[config.mk]
export PLATFORM = sky130hd
export DESIGN_NAME = terminal_escape_sequence_filter
export DESIGN_NICKNAME = d
export VERILOG_FILES = /design/src/hw/rtl/tesf_pkg.sv /design/src/hw/rtl/terminal_escape_sequence_filter.sv /design/src/hw/rtl/tesf_parser.sv
export VERILOG_INCLUDE_DIRS = /design/src /design/src/hw/rtl
export SDC_FILE = /design/constraint.sdc
export NUM_CORES = 1
export LEC_CHECK = 0
export BUFFER_PORTS_ARGS = -buffer_cell sky130_fd_sc_hd__buf_2
export CAP_MARGIN = 20
export CELL_PAD_IN_SITES_DETAIL_PLACEMENT = 1
export CELL_PAD_IN_SITES_GLOBAL_PLACEMENT = 1
export CORE_MARGIN = 4
export CORE_UTILIZATION = 47
export DETAILED_ROUTE_END_ITERATION = 16
export GPL_TIMING_DRIVEN = 0
export PLACE_DENSITY_LB_ADDON = 0.1
export SETUP_SLACK_MARGIN = 0.4
export SYNTH_ARGS = -nofsm -noshare
export SYNTH_HDL_FRONTEND = slang
export SYNTH_SLANG_ARGS = --single-unit
[constraint.sdc]
create_clock -name clock -period 3.6 [get_ports clock]
set_input_delay 0.18 -clock clock [delete_from_list [all_inputs] [get_ports clock]]
set_output_delay 0.18 -clock clock [all_outputs]
set_load 0.01 [all_outputs]
[src/hw/rtl/terminal_escape_sequence_filter_macros.svh]
// assertion macros for the terminal escape sequence filter
`ifndef TERMINAL_ESCAPE_SEQUENCE_FILTER_MACROS_SVH
`define TERMINAL_ESCAPE_SEQUENCE_FILTER_MACROS_SVH

// same-cycle implication, checked out of reset
`define TESF_ASSERT_NOW(label, ante, cons, msg) \
   label: assert property (@(posedge clock) disable iff (reset) (ante) |-> (cons)) \
      else $error(msg);

// next-cycle implication, checked out of reset
`define TESF_ASSERT_NEXT(label, ante, cons, msg) \
   label: assert property (@(posedge clock) disable iff (reset) (ante) |=> (cons)) \
      else $error(msg);

`endif

[src/hw/rtl/tesf_pkg.sv]
// types, byte codes and mode codes shared by the escape sequence filter
`default_nettype none
package tesf_pkg;

   localparam int PARAM_WIDTH = 16;
   localparam logic [PARAM_WIDTH-1:0] PARAM_MAX = '1;
   localparam int COUNT_WIDTH = 16;

   // parser modes
   localparam logic [1:0] MODE_IDLE = 2'd0;
   localparam logic [1:0] MODE_ESC  = 2'd1;
   localparam logic [1:0] MODE_CSI  = 2'd2;
   localparam logic [1:0] MODE_SKIP = 2'd3;

   // result kinds
   localparam logic ACT_CHAR   = 1'b0;
   localparam logic ACT_INSERT = 1'b1;

   // byte codes
   localparam logic [7:0] CH_BEL   = 8'h07;
   localparam logic [7:0] CH_BS    = 8'h08;
   localparam logic [7:0] CH_TAB   = 8'h09;
   localparam logic [7:0] CH_LF    = 8'h0A;
   localparam logic [7:0] CH_VT    = 8'h0B;
   localparam logic [7:0] CH_FF    = 8'h0C;
   localparam logic [7:0] CH_CR    = 8'h0D;
   localparam logic [7:0] CH_SO    = 8'h0E;
   localparam logic [7:0] CH_SI    = 8'h0F;
   localparam logic [7:0] CH_CAN   = 8'h18;
   localparam logic [7:0] CH_SUB   = 8'h1A;
   localparam logic [7:0] CH_ESC   = 8'h1B;
   localparam logic [7:0] CH_DEL   = 8'h7F;
   localparam logic [7:0] CH_CSI   = 8'h9B;
   localparam logic [7:0] CH_ZERO  = 8'h30;
   localparam logic [7:0] CH_NINE  = 8'h39;
   localparam logic [7:0] CH_SEMI  = 8'h3B;
   localparam logic [7:0] CH_QUERY = 8'h3F;
   localparam logic [7:0] CH_AT    = 8'h40;
   localparam logic [7:0] CH_UPD   = 8'h44;
   localparam logic [7:0] CH_UPE   = 8'h45;
   localparam logic [7:0] CH_LBRK  = 8'h5B;
   localparam logic [7:0] CH_LOWC  = 8'h63;

   typedef struct packed {
      logic [1:0]             mode;
      logic [7:0]             sep_count;
      logic [PARAM_WIDTH-1:0] first_param;
   } tesf_state_type;

   typedef struct packed {
      logic                   valid;
      logic                   action;
      logic [7:0]             out_char;
      logic [COUNT_WIDTH-1:0] blank_count;
   } tesf_result_type;

endpackage
`default_nettype wire

[src/hw/rtl/terminal_escape_sequence_filter.sv]
// top level of the terminal escape sequence filter: input stage, parser, result stage
//
// usage
// - req channel carries one byte of the display stream per item in req_tdata
// - rsp channel carries zero or one result per input item: rsp_tuser is the
//   action (0 display rsp_tdata[7:0], 1 insert rsp_tdata[23:8] blanks at cursor)
// - an accepted item first waits in the input register, then the parser decode
//   of it lands in the result register
// - one item per cycle unless stalled; the parser state is a single register
//   updated as an item leaves the input register, so bytes follow back to back
// - bytes that give no result (escape sequences, dropped controls) move on
//   without using the result register
// - when the receiver stalls, the result register holds and the input
//   register fills; req_tready drops only when the held input item would
//   give a result while the result register is full and not draining
// - synchronous reset empties both stages and returns the parser to idle with
//   cleared parameters
`default_nettype none
`include "terminal_escape_sequence_filter_macros.svh"
module terminal_escape_sequence_filter
   import tesf_pkg::*;
(
   input  wire logic        clock,
   input  wire logic        reset,
   input  wire logic        req_tvalid,
   output logic             req_tready,
   input  wire logic [7:0]  req_tdata,   // [7:0] in_byte
   output logic             rsp_tvalid,
   input  wire logic        rsp_tready,
   output logic [23:0]      rsp_tdata,   // [7:0] out_char, [23:8] blank_count
   output logic             rsp_tuser    // [0] action
);

   // input stage
   logic       in_valid_ff, in_valid_in;
   logic [7:0] in_byte_ff;

   // parser state
   tesf_state_type state_ff, state_in;

   // result stage
   logic                   out_valid_ff, out_valid_in;
   logic                   out_action_ff;
   logic [7:0]             out_char_ff;
   logic [COUNT_WIDTH-1:0] out_count_ff;

   tesf_result_type result;
   logic            out_free;
   logic            advance;

   tesf_parser u_parser (
      .in_byte   (in_byte_ff),
      .cur_state (state_ff),
      .nxt_state (state_in),
      .result    (result)
   );

   // result slot is free when empty or draining this cycle
   assign out_free = !out_valid_ff || rsp_tready;
   // an item with no result may leave even when the result slot is held
   assign advance  = in_valid_ff && (out_free || !result.valid);

   assign req_tready  = !in_valid_ff || advance;
   assign in_valid_in = (req_tvalid && req_tready) || (in_valid_ff && !advance);

   assign out_valid_in = (advance && result.valid) || (out_valid_ff && !rsp_tready);

   always_ff @(posedge clock) begin
      if (reset) begin
         in_valid_ff  <= 1'b0;
         out_valid_ff <= 1'b0;
         state_ff     <= '{mode: MODE_IDLE, sep_count: '0, first_param: '0};
      end else begin
         in_valid_ff  <= in_valid_in;
         out_valid_ff <= out_valid_in;
         if (advance)
            state_ff <= state_in;
      end
   end

   // payload registers
   always_ff @(posedge clock) begin
      if (req_tvalid && req_tready)
         in_byte_ff <= req_tdata;
      if (advance && result.valid) begin
         out_action_ff <= result.action;
         out_char_ff   <= result.out_char;
         out_count_ff  <= result.blank_count;
      end
   end

   assign rsp_tvalid = out_valid_ff;
   assign rsp_tuser  = out_action_ff;
   assign rsp_tdata  = {out_count_ff, out_char_ff};

   // decode of the held item and the result slot, for the checks
   logic at_csi_insert;
   logic at_skip_byte;
   logic insert_held;
   logic char_held;

   assign at_csi_insert = advance && state_ff.mode == MODE_CSI && in_byte_ff == CH_AT;
   assign at_skip_byte  = advance && state_ff.mode == MODE_SKIP && !result.valid
                        && in_byte_ff != CH_SO && in_byte_ff != CH_SI
                        && in_byte_ff != CH_DEL;
   assign insert_held   = out_valid_ff && out_action_ff == ACT_INSERT;
   assign char_held     = out_valid_ff && out_action_ff == ACT_CHAR;

   // checks
   `TESF_ASSERT_NOW(a_ready_when_empty, !in_valid_ff, req_tready, "empty input stage not ready")
   `TESF_ASSERT_NEXT(a_insert_issued, at_csi_insert, insert_held, "insert not registered")
   `TESF_ASSERT_NEXT(a_skip_to_idle, at_skip_byte, state_ff.mode == MODE_IDLE, "skip not left")
   `TESF_ASSERT_NOW(a_char_has_no_count, char_held, out_count_ff == '0, "char with a count")

endmodule
`default_nettype wire

[src/hw/rtl/tesf_parser.sv]
// next-state and result decode for one byte of the stream
`default_nettype none
module tesf_parser
   import tesf_pkg::*;
(
   input  wire logic [7:0]      in_byte,
   input  wire tesf_state_type  cur_state,
   output tesf_state_type       nxt_state,
   output tesf_result_type      result
);

   logic [PARAM_WIDTH+3:0] param_x10;
   logic [3:0]             digit;
   logic [32:0]            param_ext;
   logic [7:0]             digit_off;

   assign digit_off = in_byte - CH_ZERO;
   assign digit     = digit_off[3:0];
   assign param_x10 = ({4'b0, cur_state.first_param} << 3)
                    + ({4'b0, cur_state.first_param} << 1)
                    + {{PARAM_WIDTH{1'b0}}, digit};
   assign param_ext = 33'(cur_state.first_param);

   always_comb begin
      nxt_state = cur_state;
      result    = '0;
      case (in_byte) inside
         CH_BEL, CH_BS, CH_TAB, CH_CR: begin
            result.valid    = 1'b1;
            result.out_char = in_byte;
         end
         CH_LF, CH_FF, CH_VT: begin
            result.valid    = 1'b1;
            result.out_char = CH_LF;
         end
         CH_SO, CH_SI, CH_DEL: begin
         end
         default: begin
            case (cur_state.mode)
               MODE_IDLE: begin
                  if (in_byte == CH_ESC) begin
                     nxt_state.mode = MODE_ESC;
                  end else if (in_byte == CH_CSI) begin
                     nxt_state.mode        = MODE_CSI;
                     nxt_state.sep_count   = '0;
                     nxt_state.first_param = '0;
                  end else begin
                     result.valid    = 1'b1;
                     result.out_char = in_byte;
                  end
               end
               MODE_ESC: begin
                  case (in_byte) inside
                     CH_LBRK: begin
                        nxt_state.mode        = MODE_CSI;
                        nxt_state.sep_count   = '0;
                        nxt_state.first_param = '0;
                     end
                     CH_LOWC, CH_CAN, CH_SUB: nxt_state.mode = MODE_IDLE;
                     CH_UPD, CH_UPE: begin
                        nxt_state.mode  = MODE_IDLE;
                        result.valid    = 1'b1;
                        result.out_char = CH_LF;
                     end
                     default: begin
                     end
                  endcase
               end
               MODE_CSI: begin
                  case (in_byte) inside
                     [CH_ZERO:CH_NINE]: begin
                        // only the first parameter is kept, saturating
                        if (cur_state.sep_count == 8'd0) begin
                           if (param_x10 > {4'b0, PARAM_MAX})
                              nxt_state.first_param = PARAM_MAX;
                           else
                              nxt_state.first_param = param_x10[PARAM_WIDTH-1:0];
                        end
                     end
                     CH_LBRK: nxt_state.mode = MODE_SKIP;
                     CH_ESC:  nxt_state.mode = MODE_ESC;
                     CH_CAN, CH_SUB: nxt_state.mode = MODE_IDLE;
                     CH_SEMI: begin
                        if (cur_state.sep_count != 8'hFF)
                           nxt_state.sep_count = cur_state.sep_count + 8'd1;
                     end
                     CH_AT: begin
                        nxt_state.mode = MODE_IDLE;
                        result.valid   = 1'b1;
                        result.action  = ACT_INSERT;
                        if (param_ext > 33'h0FFFF)
                           result.blank_count = '1;
                        else
                           result.blank_count = param_ext[COUNT_WIDTH-1:0];
                     end
                     default: begin
                     end
                  endcase
               end
               default: nxt_state.mode = MODE_IDLE;
            endcase
         end
      endcase
   end

endmodule
`default_nettype wire
==> out/summary.json <==
{
  "critical_path_source_type": {"value": "flop"},
  "synth.lib_cells_used.distinct": {"value": 72},
  "postRouteAntennaNets": {"value": 0},
  "fin_worst_hold_slack": {"value": 0.0118, "unit": "ns"},
  "layout.core_utilization": {"value": 58.0, "unit": "%"},
  "yosys_most_used_dff": {"value": "sky130_fd_sc_hd__edfxtp_1"},
  "synth.area.mux_share": {"value": 0.779, "unit": "%"},
  "postSynthNetCount": {"value": 421},
  "antenna_found_initial": {"value": 0},
  "area.sequential": {"value": 0.00155, "unit": "mm2"},
  "worst-setup-path-type": {"value": "flop to flop"},
  "hold_depth": {"value": 1},
  "min_period_over_period": {"value": 90.1, "unit": "%"},
  "max_cap_check_violation_count": {"value": 0},
  "report.final.hold_viol_count": {"value": 0},
  "crit-reg2reg-launch": {"value": "in_byte_ff[3]$_DFFE_PP_"},
  "run_status": {"value": "completed"},
  "ctsHtreeMaxLevel": {"value": 3},
  "critical_path_peak_fanout": {"value": 6},
  "class_of_the_tightest_hold_or_removal_check": {"value": "input pin to flop"},
  "antenna-diode-count": {"value": 0},
  "route.vias.total": {"value": 3286},
  "fp.dieH": {"value": 98.5, "unit": "um"},
  "synth_edf_count": {"value": 33},
  "drive_above_1_share": {"value": 23.4, "unit": "%"},
  "final_worst_clock_skew": {"value": 0.00968, "unit": "ns"},
  "synth_area_leaders": {"value": "sky130_fd_sc_hd__edfxtp_1 (26%), sky130_fd_sc_hd__dfxtp_1 (15%), sky130_fd_sc_hd__ha_1 (11%)"},
  "cts_made_buffers": {"value": 9},
  "power_density": {"value": 321, "unit": "mW/mm2"},
  "cts-root-to-sink-buffers": {"value": 2},
  "largest_family_of_logic_cells_by_synthesized_area": {"value": "compound AO/OA/AOI/OAI gates"},
  "post_synth_xor_area_fraction": {"value": 2.50, "unit": "%"},
  "syn_inst": {"value": 374},
  "synth_area_per_cell": {"value": 10.3, "unit": "um2"},
  "num_rows": {"value": 32},
  "dp_hpwl": {"value": 7330, "unit": "um"},
  "drcViolationCount": {"value": 0},
  "arrival": {"value": 3.51, "unit": "ns"},
  "timing.critical_path.to_type": {"value": "flop"},
  "grt_first_pass_wirelength": {"value": 17100, "unit": "um"},
  "async_set_reset_flop_share_out_of_synthesis": {"value": 0, "unit": "%"},
  "maxSlewHeadroom": {"value": 56.9, "unit": "%"},
  "r2r_end": {"value": "state_ff[2]$_SDFFE_PP0P_"},
  "gp_congestion": {"value": 0.851},
  "via_per_inst": {"value": 6.02},
  "hold_path.startpoint": {"value": "req_tdata[0]"},
  "first_pass_iters": {"value": 4},
  "post-synth-top-area-fraction": {"value": 25.7, "unit": "%"},
  "worstRegToRegCells": {"value": 12},
  "core_region_area": {"value": 0.00785, "unit": "mm2"},
  "max_freq": {"value": 308, "unit": "MHz"},
  "final_area": {"value": 0.00455, "unit": "mm2"},
  "cts_tree": {"value": "yes"},
  "max-vdd-ir-drop": {"value": 0.000176, "unit": "V"},
  "p_leak": {"value": 1.94, "unit": "nW"},
  "grt_pass1_vias": {"value": 3369},
  "synth.top_cells.by_count": {"value": "sky130_fd_sc_hd__edfxtp_1 (33), sky130_fd_sc_hd__ha_1 (33), sky130_fd_sc_hd__dfxtp_1 (28), sky130_fd_sc_hd__a21oi_1 (24), sky130_fd_sc_hd__nand2_1 (23)"},
  "initial_core_util": {"value": 49.1, "unit": "%"},
  "synth-warning-count": {"value": 0},
  "detailed_place.area": {"value": 0.00419, "unit": "mm2"},
  "clk-insertion-delay-late": {"value": 0.35, "unit": "ns"},
  "yosysSeqAreaShare": {"value": 40.3, "unit": "%"},
  "clock_tree.root_cell": {"value": "sky130_fd_sc_hd__clkbuf_8"},
  "io_buffer_count": {"value": 38},
  "wl_per_cell": {"value": 19.8, "unit": "um"},
  "setup_tns": {"value": 0, "unit": "ns"},
  "synthAdderAreaFrac": {"value": 11.8, "unit": "%"},
  "combined_area_of_the_multi_input_logic_cells": {"value": 0.00225, "unit": "mm2"},
  "hold_end": {"value": "in_byte_ff[0]$_DFFE_PP_"},
  "synth_area": {"value": 0.00385, "unit": "mm2"},
  "tightest_slew": {"value": 0.647, "unit": "ns"},
  "rsz_0062_raised_after_global_routing": {"value": "true"},
  "post-synth-top-area-cell": {"value": "sky130_fd_sc_hd__edfxtp_1"},
  "post-route-min-period": {"value": 3.24, "unit": "ns"},
  "post_synth_and_or_nand_nor_area_fraction": {"value": 19.1, "unit": "%"},
  "detail_route.wirelength": {"value": 10800, "unit": "um"},
  "grt_overflow": {"value": 0},
  "drt_first_iter_violations": {"value": 107},
  "largest_net_degree_at_the_start_of_global_routing": {"value": 22},
  "clk_pin_slew_worst_paths": {"value": 0.07, "unit": "ns"},
  "timing.critical_path.required": {"value": 3.87, "unit": "ns"},
  "areaGrowthSynthToFinish": {"value": 18.2, "unit": "%"},
  "fp.dieArea": {"value": 0.00971, "unit": "mm2"},
  "postSynthRegisterBits": {"value": 61},
  "layout.nets": {"value": 486},
  "slew_viol_final": {"value": 0},
  "num_io_pins": {"value": 39},
  "filler_cell_count": {"value": 885},
  "synth-compound-area-share": {"value": 22.7, "unit": "%"},
  "report.final.setup_viol": {"value": 0},
  "ff2ff_setup_slack": {"value": 0.36, "unit": "ns"},
  "tritoncts_num_sinks": {"value": 61},
  "die-width": {"value": 98.5, "unit": "um"},
  "grt_util_all_layers": {"value": 21.6, "unit": "%"}
}
-- sequential cells by signal, summed over array words and instances, names as in the netlist --
register	flops
in_byte_ff	8
rsp_tvalid	1
state_ff	26
in_valid_ff	1
rsp_tuser	1
out_count_ff	16
out_char_ff	8
-- critical path, stage by stage (launching register included) --
cell and delay (ns):
sky130_fd_sc_hd__edfxtp_1 0.42, sky130_fd_sc_hd__fa_1 0.52, sky130_fd_sc_hd__buf_4 0.17, sky130_fd_sc_hd__fa_2 0.37, sky130_fd_sc_hd__a211oi_2 0.22, sky130_fd_sc_hd__o211ai_1 0.12, sky130_fd_sc_hd__nand3_2 0.13, sky130_fd_sc_hd__o31a_1 0.23
sky130_fd_sc_hd__mux2i_1 0.21, sky130_fd_sc_hd__nand2_1 0.11, sky130_fd_sc_hd__a41oi_4 0.33, sky130_fd_sc_hd__buf_6 0.18, sky130_fd_sc_hd__a221o_1 0.14
-- final cells by class --
type	count	share of cell area, %
clock buffers	11	2.89
plain buffers	15	1.70
multi-input cells	289	49.5
flip-flops and latches	61	34.1
inverters	9	0.742
well taps	102	2.80
clock inverters	5	1.13
repair buffers	54	7.12
-- timing repair --
item                                    CTS  global route
hold endpoints to repair                  0             1
hold buffers                              0             1
setup buffers                             4             8
gates resized for setup                   5            11
endpoints found under the setup margin   45            39
gates cloned                              0             1
pin swaps                                 5            10
-- metrics by stage --
step                total power, mW  setup slack [ns]  std cells
floorplan                     0.831             0.504        374
global placement              0.864            0.0171        514
detailed placement            0.869             0.109        515
CTS                            1.46             0.386        535
global route                   1.51             0.256        546
finish                         1.46             0.358        546
-- how the worst max path moves through the flow --
stage                       startpoint                        end  slack [ns]  depth (start not counted)
5_1_grt        in_byte_ff[3]$_DFFE_PP_   state_ff[2]$_SDFFE_PP0P_        0.26                         12
2_1_floorplan  in_byte_ff[3]$_DFFE_PP_  state_ff[10]$_SDFFE_PP0P_        0.50                         11
3_3_place_gp   in_byte_ff[3]$_DFFE_PP_   out_char_ff[5]$_DFFE_PP_        0.02                          8
4_1_cts        in_byte_ff[0]$_DFFE_PP_    in_byte_ff[1]$_DFFE_PP_        0.39                          6
3_5_place_dp   in_byte_ff[3]$_DFFE_PP_  state_ff[13]$_SDFFE_PP0P_        0.11                         11
6_report       in_byte_ff[3]$_DFFE_PP_   state_ff[2]$_SDFFE_PP0P_        0.36                         12
-- per-layer routing --
layer	vias to the layer above	wire, um	share of wire, %	global-route usage, %
li1	1576	-	-	-
met1	1631	4950	46	29.6
met2	67	5330	49	35.4
met3	12	378	3.5	3.11
met4	0	124	1.1	7.04
met5	-	0	0	0
-- power breakdown --
part           total, mW  leakage (nW)  internal [mW]  switching [mW]
clock network      0.595        0.0907          0.316           0.279
logic              0.103          1.30         0.0401          0.0634
registers          0.761         0.553          0.751          0.0104
total               1.46          1.94           1.11           0.353
-- cells in the final DEF (no fill, tap or decap), types with 3 or more instances in the layout --
cell type and instances:
sky130_fd_sc_hd__a211oi_1 3, sky130_fd_sc_hd__a21o_1 7, sky130_fd_sc_hd__a21oi_1 24, sky130_fd_sc_hd__a221o_1 15, sky130_fd_sc_hd__a31oi_1 6, sky130_fd_sc_hd__and2_1 21, sky130_fd_sc_hd__and3_1 4, sky130_fd_sc_hd__buf_2 43
sky130_fd_sc_hd__buf_4 13, sky130_fd_sc_hd__buf_6 3, sky130_fd_sc_hd__clkbuf_1 10, sky130_fd_sc_hd__clkbuf_8 9, sky130_fd_sc_hd__dfxtp_1 26, sky130_fd_sc_hd__edfxtp_1 33, sky130_fd_sc_hd__ha_1 30, sky130_fd_sc_hd__inv_1 9
sky130_fd_sc_hd__mux2i_1 3, sky130_fd_sc_hd__nand2_1 23, sky130_fd_sc_hd__nand2b_1 10, sky130_fd_sc_hd__nand3_1 6, sky130_fd_sc_hd__nand3b_1 3, sky130_fd_sc_hd__nand4_1 4, sky130_fd_sc_hd__nor2_1 15, sky130_fd_sc_hd__nor2_2 3
sky130_fd_sc_hd__nor2b_1 6, sky130_fd_sc_hd__nor3_1 4, sky130_fd_sc_hd__nor4_1 4, sky130_fd_sc_hd__o211ai_1 6, sky130_fd_sc_hd__o21a_1 4, sky130_fd_sc_hd__o21ai_0 13, sky130_fd_sc_hd__o21ai_2 4, sky130_fd_sc_hd__o31ai_1 3
sky130_fd_sc_hd__or3b_1 3, sky130_fd_sc_hd__xnor2_1 7, sky130_fd_sc_hd__xor2_1 4
-- cell families after synthesis --
family,Yosys count
AO/OA/AOI/OAI,114
XOR/XNOR,11
flip-flops,61
buffers and inverters,24
AND/OR/NAND/NOR,126
adder cells (fa/ha/maj),35
multiplexers,3
No activity file was read; power rests on OpenSTA's default activity.
